===== src/design/mbf_pkg.sv =====
package mbf_pkg;

  localparam int OFFSET_BITS_DEF       = 24;
  localparam int MAX_HEADING_LEVEL_DEF = 6;

  // window of seven stored bytes plus the incoming one
  localparam int WIN_LEN      = 8;
  localparam int LOOKAHEAD    = 7;
  localparam int DECIDE_DELAY = 6;

  localparam logic [7:0] CHAR_HASH     = 8'h23;
  localparam logic [7:0] CHAR_BACKTICK = 8'h60;
  localparam logic [7:0] CHAR_TILDE    = 8'h7E;
  localparam logic [7:0] CHAR_SPACE    = 8'h20;
  localparam logic [7:0] CHAR_TAB      = 8'h09;
  localparam logic [7:0] CHAR_NEWLINE  = 8'h0A;

  localparam logic [3:0] PRI_NONE    = 4'd0;
  localparam logic [3:0] PRI_FENCE   = 4'd7;
  localparam logic [3:0] PRI_PARA    = 4'd8;
  localparam logic [3:0] PRI_NEWLINE = 4'd9;

  localparam logic [1:0] HOLD_INIT = 2'd2;

  typedef enum logic [1:0] {
    KIND_HEADING = 2'd0,
    KIND_CODE    = 2'd1,
    KIND_PARA    = 2'd2,
    KIND_NEWLINE = 2'd3
  } kind_e;

  // results caused by one accepted byte
  typedef struct packed {
    logic            load;
    logic            text_end;
    logic [7:0]      mask;
    logic [7:0][3:0] pri;
  } run_t;

  // keep the lower nonzero priority
  function automatic logic [3:0] merge_pri(input logic [3:0] cur, input logic [3:0] pr);
    logic [3:0] res;
    res = cur;
    if (pr != PRI_NONE && (cur == PRI_NONE || pr < cur)) res = pr;
    return res;
  endfunction

  // heading level starting at w[s], zero if none
  function automatic logic [3:0] heading_at(input logic [7:0][7:0] w, input int s,
                                            input int max_lvl);
    int         lvl;
    logic       run;
    logic [3:0] res;
    lvl = 0;
    run = 1'b1;
    res = PRI_NONE;
    for (int j = 0; j < WIN_LEN; j++) begin
      if (j >= s && run) begin
        if (w[j] == CHAR_HASH) lvl++;
        else run = 1'b0;
      end
    end
    if (lvl != 0 && lvl <= max_lvl && (s + lvl) < WIN_LEN) begin
      if (w[3'(s + lvl)] == CHAR_SPACE || w[3'(s + lvl)] == CHAR_TAB) res = 4'(lvl);
    end
    return res;
  endfunction

endpackage


===== src/design/mbf_scan.sv =====
module mbf_scan #(
  parameter int OFFSET_BITS       = mbf_pkg::OFFSET_BITS_DEF,
  parameter int MAX_HEADING_LEVEL = mbf_pkg::MAX_HEADING_LEVEL_DEF
) (
  input  logic                 clk_i,
  input  logic                 rst_ni,
  input  logic                 accept_i,
  input  logic [7:0]           text_byte_i,
  input  logic                 end_of_text_i,
  output mbf_pkg::run_t        run_o,
  output logic [OFFSET_BITS:0] base_o
);

  localparam int CW = OFFSET_BITS + 1;
  localparam logic [CW-1:0] COUNT_CAP = {1'b1, {(OFFSET_BITS-3){1'b0}}, 3'd7};

  logic [6:0][7:0] la_q;
  logic [6:0][3:0] pend_q;
  logic [6:0]      ls_q;
  logic [CW-1:0]   cnt_q;
  logic            inside_q, inside_d;
  logic            skip_q, skip_d;
  logic            blank_q, blank_d;
  logic [1:0]      hold_q, hold_d;

  logic [7:0][7:0] win;
  logic [7:0][3:0] pend;
  logic [7:0]      mask;
  logic            fence;

  assign win   = {text_byte_i, la_q};
  assign fence = (text_byte_i == mbf_pkg::CHAR_BACKTICK || text_byte_i == mbf_pkg::CHAR_TILDE)
                 && la_q[5] == text_byte_i && la_q[6] == text_byte_i;

  always_comb begin
    pend     = {mbf_pkg::PRI_NONE, pend_q};
    inside_d = inside_q;
    skip_d   = skip_q;
    hold_d   = hold_q;
    blank_d  = blank_q;

    // fence scan, two bytes behind the input
    if (!skip_q && hold_q == 2'd0) begin
      if (fence) begin
        if (!inside_q) begin
          pend[4]  = mbf_pkg::merge_pri(pend[4], mbf_pkg::PRI_FENCE);
          inside_d = 1'b1;
        end else begin
          inside_d = 1'b0;
        end
        skip_d = 1'b1;
      end
    end else if (hold_q != 2'd0) begin
      hold_d = hold_q - 2'd1;
    end
    if (skip_d && text_byte_i == mbf_pkg::CHAR_NEWLINE) begin
      skip_d = 1'b0;
      hold_d = mbf_pkg::HOLD_INIT;
      if (!inside_d) pend[7] = mbf_pkg::merge_pri(pend[7], mbf_pkg::PRI_FENCE);
    end

    // newline and blank line
    if (text_byte_i == mbf_pkg::CHAR_NEWLINE) begin
      pend[7] = mbf_pkg::merge_pri(pend[7],
                                   blank_q ? mbf_pkg::PRI_PARA : mbf_pkg::PRI_NEWLINE);
      blank_d = 1'b1;
    end else if (text_byte_i != mbf_pkg::CHAR_SPACE && text_byte_i != mbf_pkg::CHAR_TAB) begin
      blank_d = 1'b0;
    end

    if (ls_q[0]) pend[0] = mbf_pkg::merge_pri(pend[0],
                                              mbf_pkg::heading_at(win, 1, MAX_HEADING_LEVEL));
    // at end of text every line start in the window is decided now
    if (end_of_text_i) begin
      for (int k = 1; k < 7; k++) begin
        if (ls_q[k]) pend[k] = mbf_pkg::merge_pri(pend[k],
                                 mbf_pkg::heading_at(win, k + 1, MAX_HEADING_LEVEL));
      end
    end

    for (int k = 0; k < 8; k++) begin
      mask[k] = (pend[k] != mbf_pkg::PRI_NONE)
                && ((cnt_q + CW'(k)) >= CW'(mbf_pkg::DECIDE_DELAY))
                && (end_of_text_i || k == 0);
    end
  end

  assign run_o.load     = accept_i && (mask != 8'd0 || end_of_text_i);
  assign run_o.text_end = end_of_text_i;
  assign run_o.mask     = mask;
  assign run_o.pri      = pend;
  assign base_o         = cnt_q;

  always_ff @(posedge clk_i or negedge rst_ni) begin
    if (!rst_ni) begin
      la_q     <= '0;
      pend_q   <= '0;
      ls_q     <= 7'b1000000;
      cnt_q    <= '0;
      inside_q <= 1'b0;
      skip_q   <= 1'b0;
      blank_q  <= 1'b0;
      hold_q   <= mbf_pkg::HOLD_INIT;
    end else if (accept_i) begin
      if (end_of_text_i) begin
        la_q     <= '0;
        pend_q   <= '0;
        ls_q     <= 7'b1000000;
        cnt_q    <= '0;
        inside_q <= 1'b0;
        skip_q   <= 1'b0;
        blank_q  <= 1'b0;
        hold_q   <= mbf_pkg::HOLD_INIT;
      end else begin
        la_q     <= win[7:1];
        pend_q   <= pend[7:1];
        ls_q     <= {text_byte_i == mbf_pkg::CHAR_NEWLINE, ls_q[6:1]};
        cnt_q    <= (cnt_q < COUNT_CAP) ? cnt_q + CW'(1) : COUNT_CAP;
        inside_q <= inside_d;
        skip_q   <= skip_d;
        blank_q  <= blank_d;
        hold_q   <= hold_d;
      end
    end
  end

endmodule


===== src/design/mbf_out.sv =====
module mbf_out #(
  parameter int OFFSET_BITS = mbf_pkg::OFFSET_BITS_DEF
) (
  input  logic                   clk_i,
  input  logic                   rst_ni,
  input  mbf_pkg::run_t          run_i,
  input  logic [OFFSET_BITS:0]   base_i,
  output logic                   in_ready_o,
  output logic                   out_valid_o,
  input  logic                   out_ready_i,
  output logic                   has_breakpoint_o,
  output logic [OFFSET_BITS-1:0] break_offset_o,
  output logic [3:0]             priority_res_o,
  output logic [1:0]             kind_o,
  output logic                   last_of_run_o,
  output logic                   text_done_o
);

  localparam int CW = OFFSET_BITS + 1;

  logic            valid_q;
  logic [7:0]      mask_q;
  logic [7:0][3:0] pri_q;
  logic [CW-1:0]   base_q;
  logic            end_q;

  logic [2:0]      idx;
  logic [7:0]      rest;
  logic            last;
  logic            bare;
  logic            take;
  logic [3:0]      pri_sel;
  logic [CW-1:0]   off_sum;
  mbf_pkg::kind_e  kind_sel;

  // lowest pending entry goes first
  always_comb begin
    idx = 3'd0;
    for (int k = 7; k >= 0; k--) begin
      if (mask_q[k]) idx = 3'(k);
    end
  end

  assign rest    = mask_q & ~(8'b1 << idx);
  assign last    = (rest == 8'd0);
  assign bare    = end_q && (mask_q == 8'd0);
  assign take    = valid_q && out_ready_i;
  assign pri_sel = pri_q[idx];
  assign off_sum = base_q + CW'(idx) - CW'(mbf_pkg::DECIDE_DELAY);

  always_comb begin
    case (pri_sel)
      mbf_pkg::PRI_FENCE:   kind_sel = mbf_pkg::KIND_CODE;
      mbf_pkg::PRI_PARA:    kind_sel = mbf_pkg::KIND_PARA;
      mbf_pkg::PRI_NEWLINE: kind_sel = mbf_pkg::KIND_NEWLINE;
      default:              kind_sel = mbf_pkg::KIND_HEADING;
    endcase
  end

  assign in_ready_o       = !valid_q || (out_ready_i && last);
  assign out_valid_o      = valid_q;
  assign has_breakpoint_o = !bare;
  assign break_offset_o   = bare ? '0 : (off_sum[CW-1] ? '1 : off_sum[OFFSET_BITS-1:0]);
  assign priority_res_o   = bare ? mbf_pkg::PRI_NONE : pri_sel;
  assign kind_o           = bare ? mbf_pkg::KIND_HEADING : kind_sel;
  assign last_of_run_o    = last;
  assign text_done_o      = end_q && last;

  always_ff @(posedge clk_i or negedge rst_ni) begin
    if (!rst_ni) begin
      valid_q <= 1'b0;
    end else if (run_i.load) begin
      valid_q <= 1'b1;
    end else if (take && last) begin
      valid_q <= 1'b0;
    end
  end

  always_ff @(posedge clk_i) begin
    if (run_i.load) begin
      mask_q <= run_i.mask;
      pri_q  <= run_i.pri;
      base_q <= base_i;
      end_q  <= run_i.text_end;
    end else if (take && !last) begin
      mask_q <= rest;
    end
  end

  a_bare_only_at_end: assert property (@(posedge clk_i) disable iff (!rst_ni)
    out_valid_o && !has_breakpoint_o |-> text_done_o)
    else $error("bare marker outside end of text");

  a_done_is_last: assert property (@(posedge clk_i) disable iff (!rst_ni)
    out_valid_o && text_done_o |-> last_of_run_o)
    else $error("text done on a result that is not last");

  a_break_has_pri: assert property (@(posedge clk_i) disable iff (!rst_ni)
    out_valid_o && has_breakpoint_o |-> priority_res_o != mbf_pkg::PRI_NONE)
    else $error("breakpoint without priority");

  a_load_when_ready: assert property (@(posedge clk_i) disable iff (!rst_ni)
    run_i.load |-> in_ready_o)
    else $error("result buffer loaded while busy");

  a_drain_empties: assert property (@(posedge clk_i) disable iff (!rst_ni)
    take && last && !run_i.load |=> !out_valid_o)
    else $error("result buffer not emptied after last transfer");

endmodule


===== src/design/markdown_breakpoint_finder_unit.sv =====
// markdown breakpoint finder
//
// in channel: one text byte per transfer (text_byte_i, end_of_text_i on the
//   final byte of a text), in_valid_i / in_ready_o
// out channel: breakpoints in ascending offset order, at most one per offset,
//   with priority 1-6 heading, 7 code fence, 8 paragraph break, 9 newline
// latency: a byte's first result shows on the out channel the cycle after it;
//   an offset is decided six bytes after it arrives, or by the final byte
// throughput, with a ready receiver: one byte per cycle; a byte gives at
//   most one result except the final byte, which flushes up to eight results
//   (or one bare end marker) one per cycle, the in channel held off until the
//   last of them is taken; the result register takes a new byte in the same
//   cycle its last result leaves, so a stalled receiver stops the in channel
//   only while a result is waiting; nothing is dropped
// reset: window, count and fence flags clear, offset zero counts as a line
//   start; the same happens after every final byte, ready for the next text
module markdown_breakpoint_finder_unit #(
  parameter int OFFSET_BITS       = mbf_pkg::OFFSET_BITS_DEF,
  parameter int MAX_HEADING_LEVEL = mbf_pkg::MAX_HEADING_LEVEL_DEF
) (
  input  logic                   clk_i,
  input  logic                   rst_ni,
  input  logic                   in_valid_i,
  output logic                   in_ready_o,
  input  logic [7:0]             text_byte_i,
  input  logic                   end_of_text_i,
  output logic                   out_valid_o,
  input  logic                   out_ready_i,
  output logic                   has_breakpoint_o,
  output logic [OFFSET_BITS-1:0] break_offset_o,
  output logic [3:0]             priority_res_o,
  output logic [1:0]             kind_o,
  output logic                   last_of_run_o,
  output logic                   text_done_o
);

  mbf_pkg::run_t        run;
  logic [OFFSET_BITS:0] base;
  logic                 accept;

  // input transfer
  assign accept = in_valid_i && in_ready_o;

  // window state and the combinational decision logic
  mbf_scan #(
    .OFFSET_BITS      (OFFSET_BITS),
    .MAX_HEADING_LEVEL(MAX_HEADING_LEVEL)
  ) u_scan (
    .clk_i        (clk_i),
    .rst_ni       (rst_ni),
    .accept_i     (accept),
    .text_byte_i  (text_byte_i),
    .end_of_text_i(end_of_text_i),
    .run_o        (run),
    .base_o       (base)
  );

  // result register and flush sequencer
  mbf_out #(
    .OFFSET_BITS(OFFSET_BITS)
  ) u_out (
    .clk_i           (clk_i),
    .rst_ni          (rst_ni),
    .run_i           (run),
    .base_i          (base),
    .in_ready_o      (in_ready_o),
    .out_valid_o     (out_valid_o),
    .out_ready_i     (out_ready_i),
    .has_breakpoint_o(has_breakpoint_o),
    .break_offset_o  (break_offset_o),
    .priority_res_o  (priority_res_o),
    .kind_o          (kind_o),
    .last_of_run_o   (last_of_run_o),
    .text_done_o     (text_done_o)
  );

endmodule


===== config.mk =====
export PLATFORM = sky130hd
export DESIGN_NAME = markdown_breakpoint_finder_unit
export DESIGN_NICKNAME = d
export VERILOG_FILES = /design/src/design/mbf_pkg.sv /design/src/design/mbf_scan.sv /design/src/design/mbf_out.sv /design/src/design/markdown_breakpoint_finder_unit.sv
export SDC_FILE = /design/constraint.sdc
export NUM_CORES = 1
export LEC_CHECK = 0
export ABC_CLOCK_PERIOD_IN_PS = 25500
export BUFFER_PORTS_ARGS = -buffer_cell sky130_fd_sc_hd__buf_4
export CAP_MARGIN = 10
export CORE_MARGIN = 2
export CORE_UTILIZATION = 60
export DETAILED_ROUTE_END_ITERATION = 7
export PLACE_DENSITY = 0.77
export SLEW_MARGIN = 10
export SYNTH_ARGS = -nofsm -noshare
export SYNTH_HDL_FRONTEND = slang
export SYNTH_SLANG_ARGS = --single-unit

===== constraint.sdc =====
create_clock -name clk_i -period 25.5 [get_ports clk_i]
set_input_delay 3.825 -clock clk_i [delete_from_list [all_inputs] [get_ports clk_i]]
set_output_delay 3.825 -clock clk_i [all_outputs]
set_load 0.01 [all_outputs]

==> flow_metrics.tcl <==
set metrics [dict create \
    pre_cts_ws_ps 14860 \
    holdWs_ps 488.1 \
    final_nets 2130 \
    multi_input_area_um2 10360 \
    cts_tree "built" \
    p_int_mw 0.6519 \
    final_cell_mix "308 x nand2_1, 171 x nor2_1, 169 x o21ai_0, 122 x a21oi_1, 117 x dfrtp_1" \
    finish.utilization_pct 66.06 \
    clkLatencyLatePin_ps 470 \
    first_pass_iters 7 \
    yosys_most_used_dff "dfrtp_1" \
    ys_async_sr_fraction_pct 65.03 \
    die-height_um 167.9 \
    leakagePower_nw 6.812 \
    grt_util_all_layers_pct 39.91 \
    drt-initial-drc-count 2240 \
    yosys.cell_types.count 98 \
    setup-tns-final_ps 0 \
    antenna_found_initial 1 \
    finalMaxSlewViolations 0 \
    clockRootBuffer "clkbuf_16" \
    clockPowerShare_pct 25.3 \
    gp_routability_congestion 1.029 \
    postCtsHoldBufs 0 \
    synth_edf_count 64 \
    cp_max_fo 30 \
    io_pins 48 \
    grt_pass1_wl_mm 87.65 \
    core-area_um2 26210 \
    crit_type "in2reg" \
    route.detailed.drc 0 \
    cp_data_arrival_time_ps 10560 \
    port_buffers 47 \
    synth_top_area_share_pct 18.18 \
    hp-class "reg2reg" \
    vias_per_cell 6.938 \
    report.final.hold_viol_count 0 \
    cp-start-kind "input port" \
    synthTopCellsByArea "dfrtp_1 18%, edfxtp_1 12%, nand2_1 7.2%, ha_1 5.5%, o21ai_0 5.3%" \
    synth-seq-cells 183 \
    required_ps 25610 \
    ant_nets 0 \
    max_freq_ghz 0.09575 \
    grt_pass1_vias 15540 \
    peakVddDrop_v 0.00006429 \
    seq_area_um2 4902 \
    reg2reg_slack_ps 16040 \
    power-per-cell-area_nw_per_um2 67.27 \
    hpwl_mm 41.16 \
    switchingPower_mw 0.5126 \
    clk_pin_slew_ps 80 \
    wl_per_cell_um 23.50 \
    row_count 59 \
    drive_gt1_share_pct 8.795 \
    finalInstanceArea_um2 17310 \
    cts.sinks 183 \
    cts_setup_buffers 0 \
    syn_area_um2 16110 \
    relSlewSlack_pct 16.13 \
    synth-seq-area-share_pct 30.43 \
    clock_skew_ps 28.32 \
    num_vias 16600 \
    cts_buffer_depth 2 \
    setup_slack_ps 15060 \
    setup_viol 0 \
    cts_htree_levels 4 \
    start_util_pct 61.47 \
    p_seq_share_pct 37.1 \
    rsz0062_at_grt "no" \
    place_area_um2 16660 \
    period_share_pct 40.96 \
    antenna_cells 0 \
    nFillCells 2240 \
    power_frac_comb_pct 37.6 \
    end_kind "flop" \
    synth_cells 2077 \
    avgSynthCellArea_um2 7.755 \
    grt_max_degree 107 \
    status "finished, final reports clean" \
    routed_wl_mm 56.24 \
    yosysWarnings 0 \
    min_period_ps 10440 \
    yosys.area.top_type "dfrtp_1" \
    syn_to_final_growth_pct 7.472 \
    cts.repair.resized 0 \
    dieWidth_um 167.9 \
    maxCapViolations 0 \
    swShare_pct 44.02 \
    die_area_um2 28170 \
    tightest_slew_ps 1246 \
    gr-total-overflow 0 \
    final_common_cell "nand2_1" \
    cts_buffers 17 \
]
## final cells by class
cell class | instances | share of cell area [%]
clock inverters | 15 | 1.301
clock buffers | 17 | 2.457
inverters | 103 | 2.262
flip-flops and latches | 183 | 28.32
multi-input cells | 1662 | 59.86
well taps | 335 | 2.421
repair buffers | 78 | 3.382
## power by group through the flow
stage	clock (mW)	combinational, mW	sequential, mW
after CTS	0.294	0.426	0.427
after floorplan	0	0.310	0.388
after global routing	0.305	0.477	0.437
after detailed placement	0	0.422	0.433
after global placement	0	0.411	0.431
final	0.295	0.438	0.432
## cell families after synthesis
family	share of synthesized area [%]
XOR/XNOR	4.839
AO/OA/AOI/OAI	23.58
AND/OR/NAND/NOR	26.02
flip-flops	30.43
other	0.04662
buffers and inverters	5.593
adder cells (fa/ha/maj)	5.639
multiplexers	3.845
## synth_stat cells (42+ instances only)
library cell,instances
nand2_1,309
nand3_1,54
xnor2_1,58
clkbuf_1,118
o31ai_1,42
ha_1,71
nor3_1,82
inv_1,100
nor2_1,173
o21ai_0,169
nand4_1,49
edfxtp_1,64
a21oi_1,122
dfrtp_1,117
## sequential cells by signal, summed over array words and instances (netlist names), 2 cells and up
name,count
u_scan.base_o,25
u_scan.hold_q,2
u_out.base_q,25
u_scan.ls_q,7
u_scan.pend_q,25
u_scan.la_q,56
u_out.pri_q,30
u_out.mask_q,8
## per-layer routing
| metal | vias to the layer above | wire length, um | track usage, % |
|---|---|---|---|
| li1 | 7516 | - | - |
| met1 | 7789 | 23440 | 56.68 |
| met2 | 1116 | 23980 | 59.81 |
| met3 | 179 | 6634 | 8.204 |
| met4 | 2 | 2173 | 15.84 |
| met5 | - | 13 | 1.043 |
## path summary, 6_finish.rpt
path                                       from           endpoint  cells after the start
worst max-delay path             text_byte_i[2]    u_out.pri_q[31]                     19
worst min-delay path             u_scan.la_q[1]     u_scan.la_q[1]                      2
worst max register to register  u_scan.la_q[36]    u_out.pri_q[31]                     29
worst min register to register   u_scan.la_q[1]     u_scan.la_q[1]                      2
max in group asynchronous                rst_ni  u_out.out_valid_o                      2
min in group asynchronous                rst_ni  u_scan.base_o[21]                      1
## critical path: stages
cell and delay, ps:
buf_4 140, or4_1 700, nor2_2 650, mux2i_1 290, a21boi_0 100, o21ai_0 470
inv_1 140, ha_1 660, nor3b_1 320, o21ai_0 150, or3_1 350, o211ai_1 100
a31oi_1 60, or4_4 550, o32ai_2 370, o2111a_1 410, nor3_1 160, nor2_4 600
buf_4 480
## metrics by stage
stage               cells  power, mW
floorplan            2082     0.6979
finish               2393      1.165
global route         2393      1.220
global placement     2361     0.8419
detailed placement   2361     0.8552
CTS                  2393      1.147
Power figures use the tool's default switching activity.
